==> config.mk <==
export PLATFORM = sky130hd
export DESIGN_NAME = speed_pulse_period_accumulator_unit
export DESIGN_NICKNAME = d
export VERILOG_FILES = /design/src/rtl/spa_pkg.sv /design/src/rtl/speed_pulse_period_accumulator_unit.sv
export VERILOG_INCLUDE_DIRS = /design/src /design/src/rtl
export SDC_FILE = /design/constraint.sdc
export NUM_CORES = 1
export LEC_CHECK = 0
export ABC_AREA = 1
export ABC_CLOCK_PERIOD_IN_PS = 8900
export BUFFER_PORTS_ARGS = -buffer_cell sky130_fd_sc_hd__buf_4
export CAP_MARGIN = 20
export CELL_PAD_IN_SITES_DETAIL_PLACEMENT = 1
export CELL_PAD_IN_SITES_GLOBAL_PLACEMENT = 1
export CORE_MARGIN = 2
export CORE_UTILIZATION = 34
export CTS_BUF_LIST = sky130_fd_sc_hd__clkbuf_16
export DETAILED_ROUTE_END_ITERATION = 7
export PLACE_DENSITY = 0.76
export SYNTH_ARGS = -nofsm -noshare
export SYNTH_HDL_FRONTEND = slang
export SYNTH_SLANG_ARGS = --single-unit
==> constraint.sdc <==
create_clock -name clk -period 8.9 [get_ports clk]
set_input_delay 0.89 -clock clk [delete_from_list [all_inputs] [get_ports clk]]
set_output_delay 0.89 -clock clk [all_outputs]
set_load 0.02 [all_outputs]
==> src/rtl/speed_pulse_period_accumulator_unit_defines.svh <==
// Assertion macros shared by the speed pulse period accumulator RTL.
`ifndef SPEED_PULSE_PERIOD_ACCUMULATOR_UNIT_DEFINES_SVH
`define SPEED_PULSE_PERIOD_ACCUMULATOR_UNIT_DEFINES_SVH

// Consequence must hold in the same cycle as the antecedent.
`define SPA_ASSERT_SAME(label, clk, rst_n, ante, cons) \
  label: assert property (@(posedge clk) disable iff (!rst_n) (ante) |-> (cons)) \
    else $error("speed pulse accumulator: same-cycle check failed");

// Consequence must hold in the cycle after the antecedent.
`define SPA_ASSERT_NEXT(label, clk, rst_n, ante, cons) \
  label: assert property (@(posedge clk) disable iff (!rst_n) (ante) |=> (cons)) \
    else $error("speed pulse accumulator: next-cycle check failed");

`endif

==> src/rtl/spa_pkg.sv <==
package spa_pkg;

  localparam int unsigned CAP_W    = 16;
  localparam int unsigned STAMP_W  = 32;
  localparam int unsigned CFG_W    = 32;

  // Captures below this value are taken as post-wrap when an overflow is pending.
  localparam logic [CAP_W-1:0] WRAP_WINDOW = 16'h1000;
  localparam logic [CAP_W-1:0] NOISE_MIN_RESET = 16'd20;
  localparam logic [CAP_W-1:0] TEETH_MAX = 16'hFFFF;

  typedef enum logic {
    FUNC_CAPTURE = 1'b0,
    FUNC_COLLECT = 1'b1
  } func_t;

  typedef enum logic [1:0] {
    CFG_TIME_THRESHOLD = 2'd0,
    CFG_NOISE_MIN      = 2'd1,
    CFG_MIRROR_ENABLE  = 2'd2
  } cfg_idx_t;

endpackage

==> src/rtl/speed_pulse_period_accumulator_unit.sv <==
// Speed sensor period accumulator. Each capture transfer joins a 16-bit timer
// capture and its overflow count into a 32-bit timestamp (adding one overflow
// when an overflow is pending and the capture looks post-wrap), returns the
// period since the last accepted edge, and rejects periods shorter than the
// noise minimum. Accepted edges bump a saturating tooth count and a saturating
// time sum; sample_ready rises once the sum exceeds the threshold. A collect
// transfer returns the accumulators and the flag and clears them. The block
// takes one item per cycle unless out_ready is low: an input register feeds
// the logic into the result register, so each transfer is held in the input
// register and then in the result register, where its result is presented.
// Configuration writes take effect the cycle after cfg_we.
`include "speed_pulse_period_accumulator_unit_defines.svh"

module speed_pulse_period_accumulator_unit (
  input  logic                clk,
  input  logic                rst_n,
  // configuration
  input  logic                cfg_we,
  input  spa_pkg::cfg_idx_t   cfg_index,
  input  logic [31:0]         cfg_wdata,
  // input channel
  input  logic                in_valid,
  output logic                in_ready,
  input  spa_pkg::func_t      in_func,
  input  logic [15:0]         in_capture_value,
  input  logic [15:0]         in_overflow_count,
  input  logic                in_overflow_close,
  // result channel
  output logic                out_valid,
  input  logic                out_ready,
  output logic                out_edge_accepted,
  output logic [31:0]         out_period,
  output logic                out_sample_ready,
  output logic                out_mirror_pulse,
  output logic [15:0]         out_teeth_count,
  output logic [31:0]         out_time_sum
);
  import spa_pkg::*;

  // configuration registers
  logic [STAMP_W-1:0] time_threshold_r;
  logic [CAP_W-1:0]   noise_min_r;
  logic               mirror_en_r;

  // input stage
  logic               s1_valid_r;
  func_t              s1_func_r;
  logic [CAP_W-1:0]   s1_cap_r;
  logic [CAP_W-1:0]   s1_ovf_r;
  logic               s1_close_r;

  // edge state
  logic [CAP_W-1:0]   last_capture_r, last_capture_nxt;
  logic [CAP_W-1:0]   last_overflow_r, last_overflow_nxt;
  logic [STAMP_W-1:0] last_timestamp_r, last_timestamp_nxt;
  logic [CAP_W-1:0]   teeth_acc_r, teeth_acc_nxt;
  logic [STAMP_W-1:0] time_acc_r, time_acc_nxt;
  logic               ready_flag_r, ready_flag_nxt;

  // result stage
  logic               out_valid_r;
  logic               out_edge_accepted_r, out_edge_accepted_nxt;
  logic [STAMP_W-1:0] out_period_r, out_period_nxt;
  logic               out_sample_ready_r;
  logic               out_mirror_pulse_r, out_mirror_pulse_nxt;
  logic [CAP_W-1:0]   out_teeth_count_r;
  logic [STAMP_W-1:0] out_time_sum_r;

  logic               advance;
  logic               wrap;
  logic [STAMP_W-1:0] stamp;
  logic [STAMP_W-1:0] period;
  logic               accept;
  logic [STAMP_W:0]   sum_wide;
  logic [STAMP_W-1:0] sum_sat;

  assign advance  = s1_valid_r && (!out_valid_r || out_ready);
  assign in_ready = !s1_valid_r || advance;

  always_ff @(posedge clk) begin
    if (!rst_n) begin
      time_threshold_r <= '0;
      noise_min_r      <= NOISE_MIN_RESET;
      mirror_en_r      <= 1'b0;
    end else if (cfg_we) begin
      unique case (cfg_index)
        CFG_TIME_THRESHOLD: time_threshold_r <= cfg_wdata;
        CFG_NOISE_MIN:      noise_min_r      <= cfg_wdata[CAP_W-1:0];
        CFG_MIRROR_ENABLE:  mirror_en_r      <= cfg_wdata[0];
        default: ;
      endcase
    end
  end

  always_ff @(posedge clk) begin
    if (!rst_n) begin
      s1_valid_r <= 1'b0;
    end else if (in_ready) begin
      s1_valid_r <= in_valid;
    end
  end

  always_ff @(posedge clk) begin
    if (in_valid && in_ready) begin
      s1_func_r  <= in_func;
      s1_cap_r   <= in_capture_value;
      s1_ovf_r   <= in_overflow_count;
      s1_close_r <= in_overflow_close;
    end
  end

  // A pending overflow counts when the capture is near zero, or when it went
  // backwards while the overflow count did not move.
  assign wrap = s1_close_r && ((s1_cap_r < WRAP_WINDOW) ||
                ((s1_cap_r < last_capture_r) && (s1_ovf_r == last_overflow_r)));
  assign stamp    = {s1_ovf_r + CAP_W'(wrap), s1_cap_r};
  assign period   = stamp - last_timestamp_r;
  assign accept   = period >= {{(STAMP_W-CAP_W){1'b0}}, noise_min_r};
  assign sum_wide = {1'b0, time_acc_r} + {1'b0, period};
  assign sum_sat  = sum_wide[STAMP_W] ? '1 : sum_wide[STAMP_W-1:0];

  always_comb begin
    last_capture_nxt      = last_capture_r;
    last_overflow_nxt     = last_overflow_r;
    last_timestamp_nxt    = last_timestamp_r;
    teeth_acc_nxt         = teeth_acc_r;
    time_acc_nxt          = time_acc_r;
    ready_flag_nxt        = ready_flag_r;
    out_edge_accepted_nxt = 1'b0;
    out_period_nxt        = '0;
    out_mirror_pulse_nxt  = 1'b0;
    unique case (s1_func_r)
      FUNC_COLLECT: begin
        teeth_acc_nxt  = '0;
        time_acc_nxt   = '0;
        ready_flag_nxt = 1'b0;
      end
      FUNC_CAPTURE: begin
        out_period_nxt = period;
        if (accept) begin
          last_capture_nxt      = s1_cap_r;
          last_overflow_nxt     = s1_ovf_r;
          last_timestamp_nxt    = stamp;
          teeth_acc_nxt         = (teeth_acc_r == TEETH_MAX) ? teeth_acc_r
                                                             : teeth_acc_r + 1'b1;
          time_acc_nxt          = sum_sat;
          ready_flag_nxt        = ready_flag_r || (sum_sat > time_threshold_r);
          out_edge_accepted_nxt = 1'b1;
          out_mirror_pulse_nxt  = mirror_en_r;
        end
      end
      default: ;
    endcase
  end

  always_ff @(posedge clk) begin
    if (!rst_n) begin
      last_capture_r   <= '0;
      last_overflow_r  <= '0;
      last_timestamp_r <= '0;
      teeth_acc_r      <= '0;
      time_acc_r       <= '0;
      ready_flag_r     <= 1'b0;
      out_valid_r      <= 1'b0;
    end else begin
      if (advance) begin
        last_capture_r   <= last_capture_nxt;
        last_overflow_r  <= last_overflow_nxt;
        last_timestamp_r <= last_timestamp_nxt;
        teeth_acc_r      <= teeth_acc_nxt;
        time_acc_r       <= time_acc_nxt;
        ready_flag_r     <= ready_flag_nxt;
        out_valid_r      <= 1'b1;
      end else if (out_ready) begin
        out_valid_r      <= 1'b0;
      end
    end
  end

  // A collect reports the state before clearing; a capture reports it after.
  always_ff @(posedge clk) begin
    if (advance) begin
      out_edge_accepted_r <= out_edge_accepted_nxt;
      out_period_r        <= out_period_nxt;
      out_mirror_pulse_r  <= out_mirror_pulse_nxt;
      out_sample_ready_r  <= (s1_func_r == FUNC_COLLECT) ? ready_flag_r : ready_flag_nxt;
      out_teeth_count_r   <= (s1_func_r == FUNC_COLLECT) ? teeth_acc_r : teeth_acc_nxt;
      out_time_sum_r      <= (s1_func_r == FUNC_COLLECT) ? time_acc_r : time_acc_nxt;
    end
  end

  assign out_valid         = out_valid_r;
  assign out_edge_accepted = out_edge_accepted_r;
  assign out_period        = out_period_r;
  assign out_sample_ready  = out_sample_ready_r;
  assign out_mirror_pulse  = out_mirror_pulse_r;
  assign out_teeth_count   = out_teeth_count_r;
  assign out_time_sum      = out_time_sum_r;

  `SPA_ASSERT_NEXT(a_collect_clears, clk, rst_n,
                   advance && (s1_func_r == FUNC_COLLECT),
                   (teeth_acc_r == '0) && (time_acc_r == '0) && !ready_flag_r)
  `SPA_ASSERT_NEXT(a_teeth_monotonic, clk, rst_n,
                   advance && (s1_func_r == FUNC_CAPTURE),
                   teeth_acc_r >= $past(teeth_acc_r))
  `SPA_ASSERT_SAME(a_mirror_needs_accept, clk, rst_n,
                   out_valid_r && out_mirror_pulse_r,
                   out_edge_accepted_r && mirror_en_r)
  `SPA_ASSERT_SAME(a_stall_only_when_full, clk, rst_n,
                   !in_ready,
                   s1_valid_r && out_valid_r && !out_ready)

endmodule
Word-level counts from Yosys, hierarchy flattened:

Cells that the tools add are included.

* output and inout bits: 85
* flip-flop bits (word level): 281
* logic and storage cells: 66

* reductions and logical operators: 17
* bitwise gates (word level): 2
* equal/unequal tests: 4
* $add $sub $neg: 4
* multiplexer cells: 14
* magnitude comparators: 4

Operators with widths (number)
* $mux 32: 3
* $pmux 32 s2: 1
* $mux 16: 3
* $add 32x32->33: 1
* $ge 32x16->1: 1
* $gt 32x32->1: 1
* $pmux 16 s2: 1
* $sub 32x32->32: 1
* $add 16x1->16: 1
* $add 16x1->16 const B: 1
* $eq 16x16->1: 1
* $eq 16x16->1 const B: 1
* $lt 16x13->1 const B: 1
* $lt 16x16->1: 1
* $reduce_and 2->1: 3
* $mux 1: 5
* $logic_and 1x1->1: 4
* $logic_or 1x1->1: 4
* $reduce_and 3->1: 1
* $eq 2x1->1 const B: 1
* $eq 2x2->1 const B: 1
* $logic_not 1->1: 2
* $logic_not 2->1: 1
* $not 1->1: 2
* other kinds (3): 3

Longest topological paths before layout:

* depth after elaboration: 13
* gate-level depth with buffers: 51
* gate-level depth less buffers: 51

Worst setup path after synthesis:

No wires, ideal clock.

* path kind: reg2reg
* from: register s1_cap_r[0]
* to: register out_sample_ready_r (netlist: out_sample_ready), data pin
* path buffers: 1
* cell stages (with the launch flop): 48
* library setup time: 254 ps
* setup slack: 2164 ps
* arrival time: 6482 ps
* cell sequence: edfxtp_1 > inv_1 > ha_1 > inv_1 > fa_1 > nand3_1 > nand3_1 > nand2_1 > nand2_2 > nand2_1 > nand2_1 > inv_2 > nand2_1 > a21boi_0 > ha_1 > ha_1 > nand3_1 > nor2_1 > [12 not listed] > nand2_1 > ha_1 > a21oi_1 > o21bai_1 > a21oi_1 > o21ai_0 > a21oi_1 > nand2_2 > inv_1 > buf_2 > nand3_1 > ha_1 > nand4_1 > nor3_1 > nor4b_1 > a22oi_1 > nand2_1 > nand2_1

* longest elaborated chain between the ends: 13
* elaborated cells on any way between the ends: 15
* classes of those cells: add/sub (3); order compare (4); mux (4); reduce/logical (4)

RTL lines
* start: declaration: line speed_pulse_period_accumulator_unit.sv:48 `logic [CAP_W-1:0] s1_cap_r;`
* start signal: assignment: line speed_pulse_period_accumulator_unit.sv:106 `s1_cap_r <= in_capture_value;`
* $lt 16x16->1: line speed_pulse_period_accumulator_unit.sv:115 `((s1_cap_r < last_capture_r) && (s1_ovf_r == last_overflow_r)));`
* $logic_and 1x1->1: line speed_pulse_period_accumulator_unit.sv:115
* $logic_or 1x1->1 *: line speed_pulse_period_accumulator_unit.sv:114 `assign wrap = s1_close_r && ((s1_cap_r < WRAP_WINDOW) ||`
* $logic_and 1x1->1 *: line speed_pulse_period_accumulator_unit.sv:114
* $add 16x1->16 *: line speed_pulse_period_accumulator_unit.sv:116 `assign stamp = {s1_ovf_r + CAP_W'(wrap), s1_cap_r};`
* via stamp[28]: line speed_pulse_period_accumulator_unit.sv:71 `logic [STAMP_W-1:0] stamp;`
* $sub 32x32->32 *: line speed_pulse_period_accumulator_unit.sv:117 `assign period = stamp - last_timestamp_r;`
* via period[29]: line speed_pulse_period_accumulator_unit.sv:72 `logic [STAMP_W-1:0] period;`
* $add 32x32->33: line speed_pulse_period_accumulator_unit.sv:119 `assign sum_wide = {1'b0, time_acc_r} + {1'b0, period};`
* $mux 32: line speed_pulse_period_accumulator_unit.sv:120 `assign sum_sat = sum_wide[STAMP_W] ? '1 : sum_wide[STAMP_W-1:0];`
* $gt 32x32->1: line speed_pulse_period_accumulator_unit.sv:147 `ready_flag_nxt = ready_flag_r || (sum_sat > time_threshold_r);`
* $logic_or 1x1->1: line speed_pulse_period_accumulator_unit.sv:147
* $mux 1 *: line speed_pulse_period_accumulator_unit.sv:140 `if (accept) begin`
* $pmux 1 s2 *: line speed_pulse_period_accumulator_unit.sv:132 `unique case (s1_func_r)`
* $mux 1 *: line speed_pulse_period_accumulator_unit.sv:186 `out_sample_ready_r <= (s1_func_r == FUNC_COLLECT) ? ready_flag_r : ready_flag_nxt;`
* end signal: assignment: line speed_pulse_period_accumulator_unit.sv:186
* end: declaration: line speed_pulse_period_accumulator_unit.sv:64 `logic out_sample_ready_r;`

Mark *: on every way through the listed nets, which the timed path passes. The rest lies on a longest branch.
A chain may end at the register's enable or synchronous reset.

Worst setup path in the final report:

* from: register s1_cap_r[0]
* to: register ready_flag_r

* longest elaborated chain between the ends: 12
* elaborated cells on any way between the ends: 14
* classes of those cells: add/sub (3); order compare (4); mux (3); reduce/logical (4)

RTL lines
* $lt 16x16->1: line speed_pulse_period_accumulator_unit.sv:115
* $logic_and 1x1->1: line speed_pulse_period_accumulator_unit.sv:115
* $logic_or 1x1->1 *: line speed_pulse_period_accumulator_unit.sv:114
* $logic_and 1x1->1 *: line speed_pulse_period_accumulator_unit.sv:114
* $add 16x1->16 *: line speed_pulse_period_accumulator_unit.sv:116
* via stamp[24]: line speed_pulse_period_accumulator_unit.sv:71
* $sub 32x32->32 *: line speed_pulse_period_accumulator_unit.sv:117
* via period[25]: line speed_pulse_period_accumulator_unit.sv:72
* $add 32x32->33: line speed_pulse_period_accumulator_unit.sv:119
* $mux 32: line speed_pulse_period_accumulator_unit.sv:120
* $gt 32x32->1: line speed_pulse_period_accumulator_unit.sv:147
* $logic_or 1x1->1: line speed_pulse_period_accumulator_unit.sv:147
* $mux 1 *: line speed_pulse_period_accumulator_unit.sv:140
* $pmux 1 s2 *: line speed_pulse_period_accumulator_unit.sv:132
* end signal: assignment: line speed_pulse_period_accumulator_unit.sv:172 `ready_flag_r <= ready_flag_nxt;`
* end: declaration: line speed_pulse_period_accumulator_unit.sv:58 `logic ready_flag_r, ready_flag_nxt;`

Marks and branches as above.

==> results.cfg <==
[sta]
fin_crit_ns = 7.95
fin_skew_ns = 0.0305
finalHoldViolations = 0
worst_pin_slew_ns = 0.980
fmax_mhz = 126
period_share = 0.894
relSlewSlack = 0.345
rsz0062_at_grt = false
drv_slew = 0
tns_ns = 0
setup_violations = 0

[hold_path]
hp-class = input pin to flip-flop
worstHoldEndpoint = s1_cap_r[10]
whs_path_depth = 1
min_from = in_capture_value[10]

[pwr]
peakVddDrop_v = 0.000159
p_leak_nw = 8.57
power_density_mw_per_mm2 = 196

[clocking]
clock-sinks = 265
htreeDepth = 1
hold_buffers = 0
tritoncts = done
clockBufferDepth = 3
clockRootBuffer = clkbuf_16
worstSkewPairLatency_ns = 0.60
numCtsBuffers = 30
clkTransAtPathRegs_ns = 0.06

[detailed_routing]
via_per_inst = 5.14
dr.first_iter.drc_count = 853
firstDrtPassIters = 6
routedWlPerCell_um = 18.4
route.detailed.drc = 0
dr_total_vias = 15900
ant_nets = 0
wirelength_um = 57100

[setup_path]
r2r_start = s1_cap_r[0]
cp_max_fo = 15
rr_worst_depth = 47
path_class = flip-flop to flip-flop
slowest_delay_ns = 0.42
critPathLaunchType = flip-flop
timing.rr.end = ready_flag_r
r2r_setup_slack_ns = 0.95
cp.arrival_ns = 8.48
cp_common_cell = nand2_1
worstSetupEndpointType = flip-flop
crit_required_ns = 9.43
critPathSlowestCell = fa_1

[cells_and_area]
num-nets-final = 2599
drive_gt1_frac = 0.117
stdcell_count = 3099
area_delta_synth_final_pct = 16.4
post-route-cell-area_sq_mm = 0.0196

[yosys]
synth_cell_type_count = 50
synth_nets = 2473
seq_area_frac_synth = 0.384
synth_ff_type = dfxtp_1
synthArstFlopShare = 0
syn_avg_cell_area_sq_um = 7.39
synthesis.area_sq_mm = 0.0169
yosys_warnings = 0
ys_ff_latch = 265
netlist_instances = 2284
synth_edf_count = 117

[floorplanning]
start_util = 0.345
fp.dieW_um = 227
die_h_um = 227
rows = 81
io_pins = 158
core-area_sq_mm = 0.0490
die_area_sq_mm = 0.0514

[place]
placed_cell_area_sq_mm = 0.0186
hpwl_um = 44600
dp.cells = 3037
io_buffers = 157
place_congestion = 0.923

[grt]
grt_usage = 0.222
grt_first_pass_wirelength_um = 90000
first_global_vias = 16500
grt_overflow = 0
grt_max_degree = 82
antenna_found_initial = 0

[outcome]
status = complete, no violations

[run]
cap_viol_max_count = 0
==> sequential cells by signal, summed over array words and instances, names as in the netlist <==
register           cells
noise_min_r           16
teeth_acc_r           16
out_valid              1
mirror_en_r            1
out_time_sum          32
out_sample_ready       1
out_mirror_pulse       1
time_threshold_r      32
time_acc_r            32
s1_func_r              1
last_capture_r        15
out_edge_accepted      1
last_timestamp_r      17
s1_valid_r             1
last_overflow_r       16
s1_close_r             1
s1_ovf_r              16
s1_cap_r              16
ready_flag_r           1
out_teeth_count       16
out_period            32
==> where the power goes <==
part / total, mW / leakage (nW) / internal, mW / switching (mW)
combinational: 1.22 / 5.75 / 0.421 / 0.799
clock: 1.20 / 0.481 / 0.673 / 0.529
sequential: 1.42 / 2.34 / 1.37 / 0.0504
==> cells by family (layout without fill, tap and decap cells) <==
group	count (synthesis)	count (layout)	share of synthesized area
AND/OR/NAND/NOR	912	912	0.239
AO/OA/AOI/OAI	496	496	0.159
buffers and inverters	441	591	0.104
flip-flops	265	265	0.384
adder cells (fa/ha/maj)	116	116	0.0869
XOR/XNOR	54	54	0.0280
other	0	1	0
==> per-stage QoR <==
stage | hold slack [ns] | power, mW | utilization | worst slack [ns]
4_1_cts | 0.417 | 3.87 | 0.399 | 0.428
3_5_place_dp | 0.456 | 2.65 | 0.380 | 0.476
5_1_grt | 0.429 | 4.08 | 0.401 | 0.00758
3_3_place_gp | 0.445 | 2.60 | 0.380 | 0.740
2_1_floorplan | 0.428 | 2.24 | - | 2.16
6_report | 0.457 | 3.84 | 0.401 | 0.947
==> what timing repair did <==
item	CTS	global route
resized for setup	0	11
buffers inserted	0	5
setup endpoints to repair	0	2
==> synthesized netlist by cell type (all sizes together), types with 5 or more instances <==
library cell  count  area share
nand2           433       0.098
inv             357       0.079
o21ai           216       0.064
a21oi           205       0.061
nor2            203       0.048
dfxtp           148        0.18
nand3           141       0.044
edfxtp          117        0.21
ha              114       0.085
nand4            83       0.031
clkbuf           47       0.010
xor2             40       0.021
buf              35       0.013
o21bai           35       0.016
nor3             31      0.0095
xnor2            14      0.0073
a21o             11      0.0049
or2               8      0.0030
o21a              6      0.0027
nor4              5      0.0019
==> metal layers <==
metal / vias to the layer above / track usage / part of all wire
met5: - / 0 / 0
met4: 0 / 0.0669 / 0.028
met3: 88 / 0.0214 / 0.031
met2: 281 / 0.387 / 0.48
met1: 7672 / 0.290 / 0.46
li1: 7875 / - / -
==> cell usage in the layout (no fill, tap or decap), types with 5 or more instances in the layout <==
cell type,instances
nor2_4,5
ha_1,114
nand4_1,82
nor4_1,5
clkbuf_16,30
inv_2,19
edfxtp_1,117
nand3_1,135
nor3_1,27
o21a_1,6
clkinv_1,8
xor2_1,40
a21o_1,11
o21bai_1,35
clkinv_2,5
buf_4,176
o21ai_0,210
dfxtp_1,148
o21ai_1,6
a21oi_1,204
nand2_2,8
nor2_1,192
xnor2_1,14
inv_1,343
or2_2,8
nor2_2,6
nand2_1,424
==> worst max-delay path, delay by kind of cell (launching register included) <==
kind	cells	cell delay, ns
and+or+nand+nor	25	3.38
adders and majority gates	7	1.97
AOI/OAI and AO/OA	8	1.34
buffers and inverters	7	0.77
DFF	1	0.38
==> how the worst max path moves through the flow <==
stage	startpoint	end	slack (ns)	depth (start not counted)
floorplan	s1_cap_r[0]	out_sample_ready	2.16	47
global placement	s1_cap_r[0]	out_sample_ready	0.74	45
detailed placement	s1_cap_r[0]	out_sample_ready	0.48	45
CTS	s1_cap_r[0]	out_sample_ready	0.43	45
global route	s1_cap_r[0]	ready_flag_r	0.008	48
finish	s1_cap_r[0]	ready_flag_r	0.95	47
==> layout make-up <==
class | count | area [sq um]
Clock inverter | 26 | 205
Multi-Input combinational cell | 1578 | 8700
Sequential cell | 265 | 6480
Clock buffer | 30 | 751
Inverter | 359 | 1360
Fill cell | 6106 | 29300
Timing Repair Buffer | 176 | 1320
Tap cell | 664 | 831
Antenna cell | 1 | 2.50
Power figures use the tool's default switching activity.
